File: src/rtl/slpc_pkg.sv
// ----------------------------------------------------------------------------
// slpc_pkg
// Shared types and codes of the short/long press classifier.
// ----------------------------------------------------------------------------
`default_nettype none

package slpc_pkg;

    localparam int unsigned TIME_W   = 32;
    localparam int unsigned CFG_W    = 16;
    localparam int unsigned POT_W    = 16;
    localparam int unsigned CFG_IDX_W = 1;

    localparam logic [CFG_W-1:0] PRESS_THRESHOLD_RESET = 16'd500;
    localparam logic [CFG_W-1:0] TURN_BLOCK_RESET      = 16'd100;

    localparam logic [CFG_IDX_W-1:0] REG_PRESS_THRESHOLD = 1'b0;
    localparam logic [CFG_IDX_W-1:0] REG_TURN_BLOCK      = 1'b1;

    localparam logic BTN_ENCODER = 1'b0;
    localparam logic BTN_POT     = 1'b1;

    typedef enum logic [1:0] {
        OP_PUSH    = 2'd0,
        OP_RELEASE = 2'd1,
        OP_TICK    = 2'd2,
        OP_TURN    = 2'd3
    } op_t;

    typedef enum logic [1:0] {
        EV_NONE  = 2'd0,
        EV_SHORT = 2'd1,
        EV_LONG  = 2'd2
    } press_ev_t;

    typedef struct packed {
        op_t               operation;
        logic              button;
        logic [TIME_W-1:0] now_ms;
        logic [POT_W-1:0]  pot_value;
    } item_t;

    typedef struct packed {
        press_ev_t        encoder_event;
        press_ev_t        pot_event;
        logic             turn_pass;
        logic [POT_W-1:0] turn_value;
    } result_t;

endpackage

`default_nettype wire

File: src/rtl/slpc_switch.sv
// ----------------------------------------------------------------------------
// slpc_switch
// Push time and long-press flag of one switch; classifies its presses.
// ----------------------------------------------------------------------------
`default_nettype none

module slpc_switch (
    input  wire logic                          aclk,
    input  wire logic                          aresetn,
    input  wire logic                          step,
    input  wire logic                          selected,
    input  wire slpc_pkg::item_t               item,
    input  wire logic [slpc_pkg::CFG_W-1:0]    threshold,
    output slpc_pkg::press_ev_t                sw_event,
    output logic                               held
);
    import slpc_pkg::*;

    logic [TIME_W-1:0] down_reg;
    logic [TIME_W-1:0] down_next;
    logic              done_reg;
    logic              done_next;
    logic [TIME_W-1:0] held_ms;
    logic              long_reached;

    assign held         = (down_reg != '0);
    assign held_ms      = item.now_ms - down_reg;
    assign long_reached = (held_ms >= {{(TIME_W-CFG_W){1'b0}}, threshold});

    always_comb begin
        down_next = down_reg;
        done_next = done_reg;
        sw_event  = EV_NONE;
        unique case (item.operation)
            OP_PUSH: begin
                if (selected) begin
                    down_next = item.now_ms;
                end
            end
            OP_RELEASE: begin
                if (selected && held) begin
                    if (long_reached) begin
                        done_next = 1'b0;
                    end else begin
                        sw_event = EV_SHORT;
                    end
                    down_next = '0;
                end
            end
            OP_TICK: begin
                if (held && !done_reg && long_reached) begin
                    done_next = 1'b1;
                    sw_event  = EV_LONG;
                end
            end
            default: begin
            end
        endcase
    end

    always_ff @(posedge aclk) begin
        if (!aresetn) begin
            down_reg <= '0;
            done_reg <= 1'b0;
        end else if (step) begin
            down_reg <= down_next;
            done_reg <= done_next;
        end
    end

endmodule

`default_nettype wire

File: src/rtl/slpc_turn_guard.sv
// ----------------------------------------------------------------------------
// slpc_turn_guard
// Blocks pot turns while the pot switch is held and for a window after it
// is released.
// ----------------------------------------------------------------------------
`default_nettype none

module slpc_turn_guard (
    input  wire logic                          aclk,
    input  wire logic                          aresetn,
    input  wire logic                          step,
    input  wire slpc_pkg::item_t               item,
    input  wire logic                          pot_held,
    input  wire logic [slpc_pkg::CFG_W-1:0]    block_ms,
    output logic                               turn_pass,
    output logic [slpc_pkg::POT_W-1:0]         turn_value
);
    import slpc_pkg::*;

    logic [TIME_W-1:0] until_reg;
    logic              pot_release;

    assign pot_release = (item.operation == OP_RELEASE) && (item.button == BTN_POT)
                         && pot_held;
    assign turn_pass   = (item.operation == OP_TURN) && !pot_held
                         && (until_reg <= item.now_ms);
    assign turn_value  = turn_pass ? item.pot_value : '0;

    always_ff @(posedge aclk) begin
        if (!aresetn) begin
            until_reg <= '0;
        end else if (step && pot_release) begin
            until_reg <= item.now_ms + {{(TIME_W-CFG_W){1'b0}}, block_ms};
        end
    end

endmodule

`default_nettype wire

File: src/rtl/short_long_press_classifier_unit.sv
// ----------------------------------------------------------------------------
// short_long_press_classifier_unit
// Short/long press classifier for the encoder and pot switches with a pot
// turn guard.
// ----------------------------------------------------------------------------
// Usage:
//   Input words (s_*) carry an operation (push, release, tick, pot turn),
//   the switch, the running time in ms and the pot position. Every word
//   yields exactly one result word (m_*) with the encoder and pot switch
//   events and the forwarded pot turn.
//   A word is taken into an input register, classified and written to the
//   result register. One word per cycle is sustained while m_ready stays
//   high; the combinational subtract-compare on the stored push times sets
//   this figure. When m_ready is low with a result waiting, the result
//   register holds, the input register fills and s_ready drops; nothing is
//   lost. Reset clears both push times, the long-press flags and the turn
//   window and loads a 500 ms press threshold and a 100 ms turn block
//   window. The user must write registers via cfg_wr_en/cfg_index/cfg_data
//   only while idle; the block itself does not enforce this.
// ----------------------------------------------------------------------------
`default_nettype none

module short_long_press_classifier_unit (
    input  wire logic                              aclk,
    input  wire logic                              aresetn,
    input  wire logic                              cfg_wr_en,
    input  wire logic [slpc_pkg::CFG_IDX_W-1:0]    cfg_index,
    input  wire logic [slpc_pkg::CFG_W-1:0]        cfg_data,
    input  wire logic                              s_valid,
    output logic                                   s_ready,
    input  wire logic [1:0]                        s_operation,
    input  wire logic                              s_button,
    input  wire logic [slpc_pkg::TIME_W-1:0]       s_now_ms,
    input  wire logic [slpc_pkg::POT_W-1:0]        s_pot_value,
    output logic                                   m_valid,
    input  wire logic                              m_ready,
    output logic [1:0]                             m_encoder_event,
    output logic [1:0]                             m_pot_event,
    output logic                                   m_turn_pass,
    output logic [slpc_pkg::POT_W-1:0]             m_turn_value
);
    import slpc_pkg::*;

    logic [CFG_W-1:0] threshold_reg;
    logic [CFG_W-1:0] block_reg;
    logic             in_valid_reg;
    item_t            in_item_reg;
    logic             out_valid_reg;
    result_t          out_reg;
    result_t          out_next;
    logic             advance;
    logic             step;
    logic             enc_held;
    logic             pot_held;
    press_ev_t        enc_ev;
    press_ev_t        pot_ev;
    logic             pass;
    logic [POT_W-1:0] pass_value;

    assign advance = !out_valid_reg || m_ready;
    assign step    = in_valid_reg && advance;
    assign s_ready = !in_valid_reg || advance;

    always_ff @(posedge aclk) begin
        if (!aresetn) begin
            threshold_reg <= PRESS_THRESHOLD_RESET;
            block_reg     <= TURN_BLOCK_RESET;
        end else if (cfg_wr_en) begin
            unique case (cfg_index)
                REG_PRESS_THRESHOLD: threshold_reg <= cfg_data;
                REG_TURN_BLOCK:      block_reg     <= cfg_data;
                default: begin
                end
            endcase
        end
    end

    always_ff @(posedge aclk) begin
        if (!aresetn) begin
            in_valid_reg <= 1'b0;
        end else if (s_ready) begin
            in_valid_reg <= s_valid;
        end
    end

    always_ff @(posedge aclk) begin
        if (s_ready && s_valid) begin
            in_item_reg <= '{operation: op_t'(s_operation), button: s_button,
                             now_ms: s_now_ms, pot_value: s_pot_value};
        end
    end

    slpc_switch u_enc_switch (
        .aclk      (aclk),
        .aresetn   (aresetn),
        .step      (step),
        .selected  (in_item_reg.button == BTN_ENCODER),
        .item      (in_item_reg),
        .threshold (threshold_reg),
        .sw_event  (enc_ev),
        .held      (enc_held)
    );

    slpc_switch u_pot_switch (
        .aclk      (aclk),
        .aresetn   (aresetn),
        .step      (step),
        .selected  (in_item_reg.button == BTN_POT),
        .item      (in_item_reg),
        .threshold (threshold_reg),
        .sw_event  (pot_ev),
        .held      (pot_held)
    );

    slpc_turn_guard u_turn_guard (
        .aclk       (aclk),
        .aresetn    (aresetn),
        .step       (step),
        .item       (in_item_reg),
        .pot_held   (pot_held),
        .block_ms   (block_reg),
        .turn_pass  (pass),
        .turn_value (pass_value)
    );

    assign out_next = '{encoder_event: enc_ev, pot_event: pot_ev,
                        turn_pass: pass, turn_value: pass_value};

    always_ff @(posedge aclk) begin
        if (!aresetn) begin
            out_valid_reg <= 1'b0;
        end else if (advance) begin
            out_valid_reg <= in_valid_reg;
        end
    end

    always_ff @(posedge aclk) begin
        if (step) begin
            out_reg <= out_next;
        end
    end

    assign m_valid         = out_valid_reg;
    assign m_encoder_event = out_reg.encoder_event;
    assign m_pot_event     = out_reg.pot_event;
    assign m_turn_pass     = out_reg.turn_pass;
    assign m_turn_value    = out_reg.turn_value;

    a_turn_no_press: assert property (@(posedge aclk) disable iff (!aresetn)
        (m_valid && m_turn_pass) |-> (m_encoder_event == EV_NONE && m_pot_event == EV_NONE))
        else $error("press event reported with a forwarded turn");

    a_value_zero: assert property (@(posedge aclk) disable iff (!aresetn)
        (m_valid && !m_turn_pass) |-> (m_turn_value == '0))
        else $error("turn value set without a forwarded turn");

    a_step_fills_out: assert property (@(posedge aclk) disable iff (!aresetn)
        step |=> out_valid_reg)
        else $error("classified word lost before the result register");

    a_blocked_while_held: assert property (@(posedge aclk) disable iff (!aresetn)
        (step && pot_held) |=> !out_reg.turn_pass)
        else $error("turn forwarded while the pot switch is held");

endmodule

`default_nettype wire
File: config.mk
export PLATFORM = sky130hd
export DESIGN_NAME = short_long_press_classifier_unit
export DESIGN_NICKNAME = d
export VERILOG_FILES = /design/src/rtl/slpc_pkg.sv /design/src/rtl/slpc_switch.sv /design/src/rtl/slpc_turn_guard.sv /design/src/rtl/short_long_press_classifier_unit.sv
export SDC_FILE = /design/constraint.sdc
export NUM_CORES = 1
export LEC_CHECK = 0
export BUFFER_PORTS_ARGS = -buffer_cell sky130_fd_sc_hd__buf_2
export CORE_ASPECT_RATIO = 2
export CORE_UTILIZATION = 55
export DETAILED_ROUTE_END_ITERATION = 12
export GPL_TIMING_DRIVEN = 1
export PLACE_DENSITY_LB_ADDON = 0.08
export SLEW_MARGIN = 10
export SYNTH_ARGS = -nofsm -noshare
export SYNTH_HDL_FRONTEND = slang
export SYNTH_SLANG_ARGS = --single-unit
File: constraint.sdc
create_clock -name aclk -period 4.47 [get_ports aclk]
set_input_delay 0.447 -clock aclk [delete_from_list [all_inputs] [get_ports aclk]]
set_output_delay 0.447 -clock aclk [all_outputs]
set_load 0.02 [all_outputs]
==> results_dict.tcl, run 1 <==
set metrics [dict create \
    drive_gt1_frac 0.1792 \
    post-route-util 0.6729 \
    cp-start-kind "flop" \
    power_mw 5.063 \
    p_int_mw 3.523 \
    holdCritStartpoint "s_button" \
    io_buffers 95 \
    cts_buffer_depth 3 \
    fin_area_mm2 0.01616 \
    synth.distinct_cells 79 \
    syn_to_final_growth_pct 19.42 \
    rsz0062_at_grt "yes" \
    synth_ff_type "dfxtp_1" \
    cp.arrival_ns 5.23 \
    drv_slew 0 \
    r2r_cells 22 \
    cts_tree "yes" \
    async_flop_share 0 \
    violations "negative setup slack" \
    clock_sinks 204 \
    reg2reg_to "m_pot_event[0]" \
    synth.avg_cell_area_um2 8.248 \
    grt_max_degree 61 \
    wire_per_inst_um 22.03 \
    grt_pass1_vias 13270 \
    fin_cells 2143 \
    setup_viol 6 \
    finalWorstSetupSlack_ns -0.3486 \
    syn_nets 1863 \
    cts_buffers 21 \
    clk_latency_ns 0.54 \
    grt_pass1_wl_um 71060 \
    synth_top_area_cell "dfxtp_1" \
    placed_area_mm2 0.01507 \
    grt_overflow 0 \
    finalHoldViolCount 0 \
    critical_path_class "reg -> reg" \
    nets 2060 \
    switching_power_mw 1.541 \
    coreArea_mm2 0.02402 \
    p_leak_nw 6.753 \
    synth_warnings 0 \
    pwr-share-clk 0.363 \
    synth.most_common_cell "nand2_1" \
    antenna_found_initial 3 \
    timing.rr.start "in_item_reg[16]" \
    drc 0 \
    cp-end-kind "flop" \
    cts.reportedPaths.clkPinSlew_ns 0.06 \
    ioPinCount 96 \
    clock_skew_ns 0.02878 \
    status "complete, but fails checks" \
    hold_path_depth 1 \
    vias_per_cell 6.055 \
    netlist_top_cells_area "dfxtp_1 (20%), edfxtp_1 (16%), ha_1 (13%)" \
    dpl.hpwl_um 37350 \
    synthDominantCellAreaShare 0.1952 \
    max_freq_mhz 207.5 \
    synth.cell_area_mm2 0.01354 \
    min_to "in_item_reg[48]" \
    cts-htree-levels 1 \
    seqPwrFrac 0.406 \
    grt_usage 0.3763 \
    dp_cells 2088 \
    gp_congestion 1.018 \
    die-area_mm2 0.02528 \
    fin_crit_ns 4.819 \
    cp.required_ns 4.88 \
    seq_area_frac_synth 0.3550 \
    largest_reg_flops 51 \
    synth-edff-count 72 \
    cts_hold_buf 0 \
    num_vias 12980 \
    cts_root_buffer "clkbuf_16" \
    cap_violations 0 \
    cp_max_fo 4 \
    ir_drop_mv 0.3248 \
    synth_seq_cells 204 \
    drt_iter0_markers 763 \
    routed_wl_um 47210 \
    num_rows 80 \
    synthTopCellsByCount "nand2_1 (280), a21oi_1 (198), ha_1 (146)" \
    pwr-share-comb 0.230 \
    die_w_um 112.9 \
    fillers 2125 \
    start_util 0.5634 \
    max_slew_margin 0.3891 \
    finalSetupTns_ns -1.406 \
    syn_inst 1641 \
    drtPass1Iterations 5 \
    die_height_um 223.9 \
    p_sw_frac 0.3043 \
    post-route-period-util 1.078 \
    pwr_density_cell_mw_per_mm2 313.2 \
    tightest_slew_ns 0.8932 \
    min_path_type "in -> reg" \
    rrSetupSlack_ns -0.35 \
    ant_nets 0 \
]
## per-stage QoR
| stage | hold WS [ns] | setup WS, ns |
|---|---|---|
| finish | 0.08599 | -0.3486 |
| global route | 0.07161 | -0.4859 |
| CTS | 0.07114 | -0.3278 |
| detailed placement | 0.4503 | -0.6462 |
| global placement | 0.4442 | -0.5649 |
| floorplan | 0.4356 | 0.0002833 |
## cells by family after synthesis
| logic type | synth area share |
|---|---|
| AO/OA/AOI/OAI | 0.2059 |
| XOR/XNOR | 0.04012 |
| adder cells (fa/ha/maj) | 0.1394 |
| buffers and inverters | 0.05435 |
| flip-flops | 0.3550 |
| multiplexers | 0.003790 |
| AND/OR/NAND/NOR | 0.2015 |
## final cells by class
type,count,area (µm²),share of cell area
multi-input combinational,1246,8280,0.5123
sequential,204,4805,0.2972
timing repair buffer,230,1500,0.09281
inverter,135,508.0,0.03143
antenna,3,7.507,0.0004644
clock buffer,27,588.1,0.03638
tap,287,359.1,0.02222
clock inverter,11,116.4,0.007199
## metal layers
| layer | vias to the layer above | track usage | share of wire |
|---|---|---|---|
| met5 | - | 0 | 0 |
| met4 | 0 | 0.4117 | 0.13 |
| met3 | 238 | 0.04897 | 0.040 |
| met2 | 437 | 0.7089 | 0.52 |
| met1 | 6097 | 0.3146 | 0.31 |
| li1 | 6203 | - | - |
## timing repair
item / in CTS / in global routing
endpoints found under the setup margin: 6 / 6
setup buffers: 11 / 4
resized for setup: 33 / 27
pin swaps: 27 / 26
## worst max path at each step
| stage | startpoint | end | slack, ns | cells after the start |
|---|---|---|---|---|
| CTS | in_item_reg[16] | m_pot_event[0] | -0.33 | 23 |
| detailed placement | in_item_reg[16] | m_pot_event[1] | -0.65 | 21 |
| floorplan | in_item_reg[16] | m_pot_event[1] | 0.0003 | 20 |
| global route | in_item_reg[19] | m_pot_event[1] | -0.49 | 19 |
| global placement | in_item_reg[16] | m_pot_event[1] | -0.56 | 21 |
| finish | in_item_reg[16] | m_pot_event[0] | -0.35 | 22 |
## worst max-delay path, cell delays in order (launching register included)
cell	delay, ns
edfxtp_1	0.36
inv_2	0.06
ha_4	0.16
fa_2	0.38
nor2b_4	0.16
o31ai_4	0.10
a211oi_4	0.33
nor2_4	0.07
inv_2	0.07
nand2_2	0.05
nand2_2	0.06
xor2_1	0.07
ha_2	0.21
a2111oi_4	0.34
o21a_1	0.19
nand2_1	0.06
o211ai_1	0.09
a31oi_1	0.09
or4b_1	0.57
or4_4	0.44
a2111oi_4	0.27
o2111a_2	0.37
and3_4	0.20
## power by group through the flow
| stage | logic, mW | clock network, mW | registers [mW] |
|---|---|---|---|
| finish | 1.17 | 1.84 | 2.06 |
| global route | 1.26 | 1.92 | 2.06 |
| floorplan | 0.683 | 0 | 2.09 |
| detailed placement | 1.09 | 0 | 2.09 |
| global placement | 1.07 | 0 | 2.09 |
| CTS | 1.12 | 1.85 | 2.06 |
## layout by cell type (no fill, tap or decap), types with 5 or more instances in the layout
master,count
a211oi_1,15
a21o_1,49
a21oi_1,193
a21oi_2,6
a31oi_1,9
and2_1,25
and3_1,13
buf_2,95
buf_4,132
clkbuf_16,21
dfxtp_1,132
edfxtp_1,72
ha_1,142
inv_1,132
nand2_1,278
nand2b_1,18
nand3_1,33
nand4_1,23
nor2_1,91
nor2b_1,13
nor3_1,21
nor4_1,23
o211ai_1,17
o21a_1,24
o21ai_0,49
o21ai_1,5
o21bai_1,5
or2_2,9
or3_1,8
xnor2_1,45
xor2_1,16
(Power assumes the default switching activity.)
==> inputs of run 2 (changes only) <==
GPL_TIMING_DRIVEN = 0   (was 1)
==> run 2 against run 1 <==
Worst hold slack worse by 0.0028 ns. Routed wire length is 5.1% lower. Global-route usage is 2.8 points lower. Non-clock buffer count is 40 lower. First-iteration DRC count is 13% lower. Core utilization is 1.6 points lower. Clock skew is 0.015 ns lower. Total power is 1.6% lower. Combinational power is 7% lower. The flow still finishes with violations (negative setup slack). Critical path depth is 1 lower. Via count is 1.9% lower. Flip-flop and latch count stayed put.
==> results_dict.tcl, run 2 (synthesis gave the netlist of run 1 again) <==
set metrics [dict create \
    critical_path.startpoint "in_item_reg[17]" \
    critical_path_class "reg -> reg" \
    cp-end-kind "flop" \
    max_freq_mhz 199.4 \
    r2r_cells 21 \
    multi_input_area_mm2 0.008362 \
    crit_buf_inv 3 \
    clk_latency_ns 0.53 \
    rrSetupSlack_ns -0.54 \
    final_common_cell "nand2_1" \
    coreArea_mm2 0.02402 \
    finalWorstSetupSlack_ns -0.5445 \
    cp.required_ns 4.74 \
    cts_root_buffer "clkbuf_16" \
    cp.arrival_ns 5.29 \
    pwr_density_cell_mw_per_mm2 315.5 \
    ir_drop_mv 0.3487 \
    p_leak_nw 6.379 \
    cts_buffers 21 \
    ioPinCount 96 \
    routed_wl_um 44790 \
    post-route-period-util 1.122 \
    path_delay_family "compound AO/OA/AOI/OAI gates" \
    cts-htree-levels 1 \
    cap_violations 0 \
    regArea_mm2 0.004807 \
    largest_reg_flops 51 \
    grt_usage 0.3487 \
    path_cells "buf_6, clkinvlp_4, buf_12, fa_2, nor2b_4, o31ai_4, a211oi_2, nor2_2, o211ai_1, xor2_1, ha_2, a2111oi_4, o21a_1, nand2_1, o211ai_1, a31oi_2, or4b_4, or4_4, a2111oi_4, o2111a_2, nor4_2" \
    min_to "in_item_reg[25]" \
    fillers 2116 \
    grt_overflow 0 \
    wire_per_inst_um 21.33 \
    die-area_mm2 0.02528 \
    num_vias 12720 \
    reg2reg_to "m_pot_event[1]" \
    drt_iter0_markers 663 \
    status "complete, but fails checks" \
    violations "negative setup slack" \
    busiest_layer "met2" \
    syn_to_final_growth_pct 16.67 \
    die_height_um 223.9 \
    drv_slew 0 \
    slowest_delay_ns 0.58 \
    cts_tree "yes" \
    min_path_type "in -> reg" \
    num_rows 80 \
    io_buffers 95 \
    rsz0062_at_grt "yes" \
    clock_skew_ns 0.01369 \
    grt.met2_usage 0.6557 \
    antenna_cells 0 \
    drtPass1Iterations 5 \
    tightest_slew_ns 0.8687 \
    nets 2020 \
    ant_nets 0 \
    cts_buffer_depth 3 \
    cp_max_fo 4 \
    grt_pass1_vias 12520 \
    grtUsageMet3 0.03220 \
    use_met1 0.3116 \
    holdCritStartpoint "s_now_ms[9]" \
    power_mw 4.983 \
    max_slew_margin 0.4208 \
    gp_congestion 0.9456 \
    drive_gt1_frac 0.1351 \
    vias_per_cell 6.059 \
    finalHoldViolCount 0 \
    clock_sinks 204 \
    fin_area_mm2 0.01579 \
    timing.rr.start "in_item_reg[17]" \
    grt_max_degree 34 \
    die_w_um 112.9 \
    placed_area_mm2 0.01440 \
    cts.reportedPaths.clkPinSlew_ns 0.07 \
    cp-start-kind "flop" \
    antenna_found_initial 0 \
    dpl.hpwl_um 35050 \
    start_util 0.5634 \
    crit_slowest_cell "or4b_4" \
    grt_pass1_wl_um 66150 \
    fin_crit_ns 5.015 \
    hold_path_depth 1 \
    drc 0 \
    layout_common_cells "nand2_1 (280), a21oi_1 (195), ha_1 (136)" \
    setup_viol 6 \
    cts_hold_buf 0 \
]
run 2: cell types whose count changed in the layout (fill, tap and decap cells not counted), moves of 5 or more:
cell | previous run | this run
ha_4 | 2 | 8
clkbuf_1 | 2 | 52
buf_6 | 3 | 9
buf_1 | 0 | 5
ha_1 | 142 | 136
buf_4 | 132 | 31
run 2: per-stage QoR:
stage / setup slack, ns / TNS [ns] / hold WS, ns / std cells / utilization
after global routing: -0.7005 / -3.609 / 0.07940 / 2100 / 0.6573
after detailed placement: -1.181 / -5.921 / 0.4494 / 2024 / 0.5993
final: -0.5445 / -2.620 / 0.08319 / 2100 / 0.6573
after global placement: -1.129 / -5.611 / 0.4447 / 2023 / 0.5984
after CTS: -0.5379 / -2.912 / 0.07305 / 2086 / 0.6451
after floorplan: 0.0002833 / 0 / 0.4356 / 1641 / -
run 2: worst register-to-register path, delay by kind of cell, from the launching register on:
kind,cells,cell delay (ns)
AO/OA/AOI/OAI,9,1.87
XOR/XNOR,1,0.11
adder cells (fa/ha/maj),2,0.57
buffers and inverters,3,0.35
flip-flops,1,0.39
AND/OR/NAND/NOR,6,1.45
run 2: worst max-delay path by stage:
| stage | to | slack, ns | depth (start not counted) |
|---|---|---|---|
| CTS | m_pot_event[0] | -0.54 | 20 |
| global route | m_pot_event[1] | -0.70 | 21 |
| floorplan | m_pot_event[1] | 0.0003 | 20 |
| global placement | m_pot_event[1] | -1.13 | 19 |
| detailed placement | m_pot_event[1] | -1.18 | 19 |
| finish | m_pot_event[1] | -0.54 | 21 |
run 2: layer usage:
layer	part of all wire	up-vias
met5	0	-
met4	0.12	0
met3	0.038	195
met2	0.52	434
met1	0.32	5988
li1	-	6107
run 2: repair_timing:
item / 4_1_cts / 5_1_grt
resized for setup: 38 / 35
endpoints found under the hold margin: 0 / 0
endpoints found under the setup margin: 6 / 6
pin swaps: 16 / 26
buffers inserted: 24 / 15
run 2: cell type report:
cell class / instances / share of cell area
multi-input cells: 1246 / 0.5295
flip-flops and latches: 204 / 0.3044
repair buffers: 134 / 0.05190
clock buffers: 31 / 0.04120
inverters: 135 / 0.03249
well taps: 287 / 0.02274
plain buffers: 56 / 0.01450
clock inverters: 7 / 0.003249
run 2: report_power, final:
part / total, mW / switching [mW] / internal [mW]
Sequential: 2.07 / 0.0744 / 2.00
Combinational: 1.09 / 0.654 / 0.436
Clock: 1.82 / 0.797 / 1.02
Total: 4.98 / 1.53 / 3.46
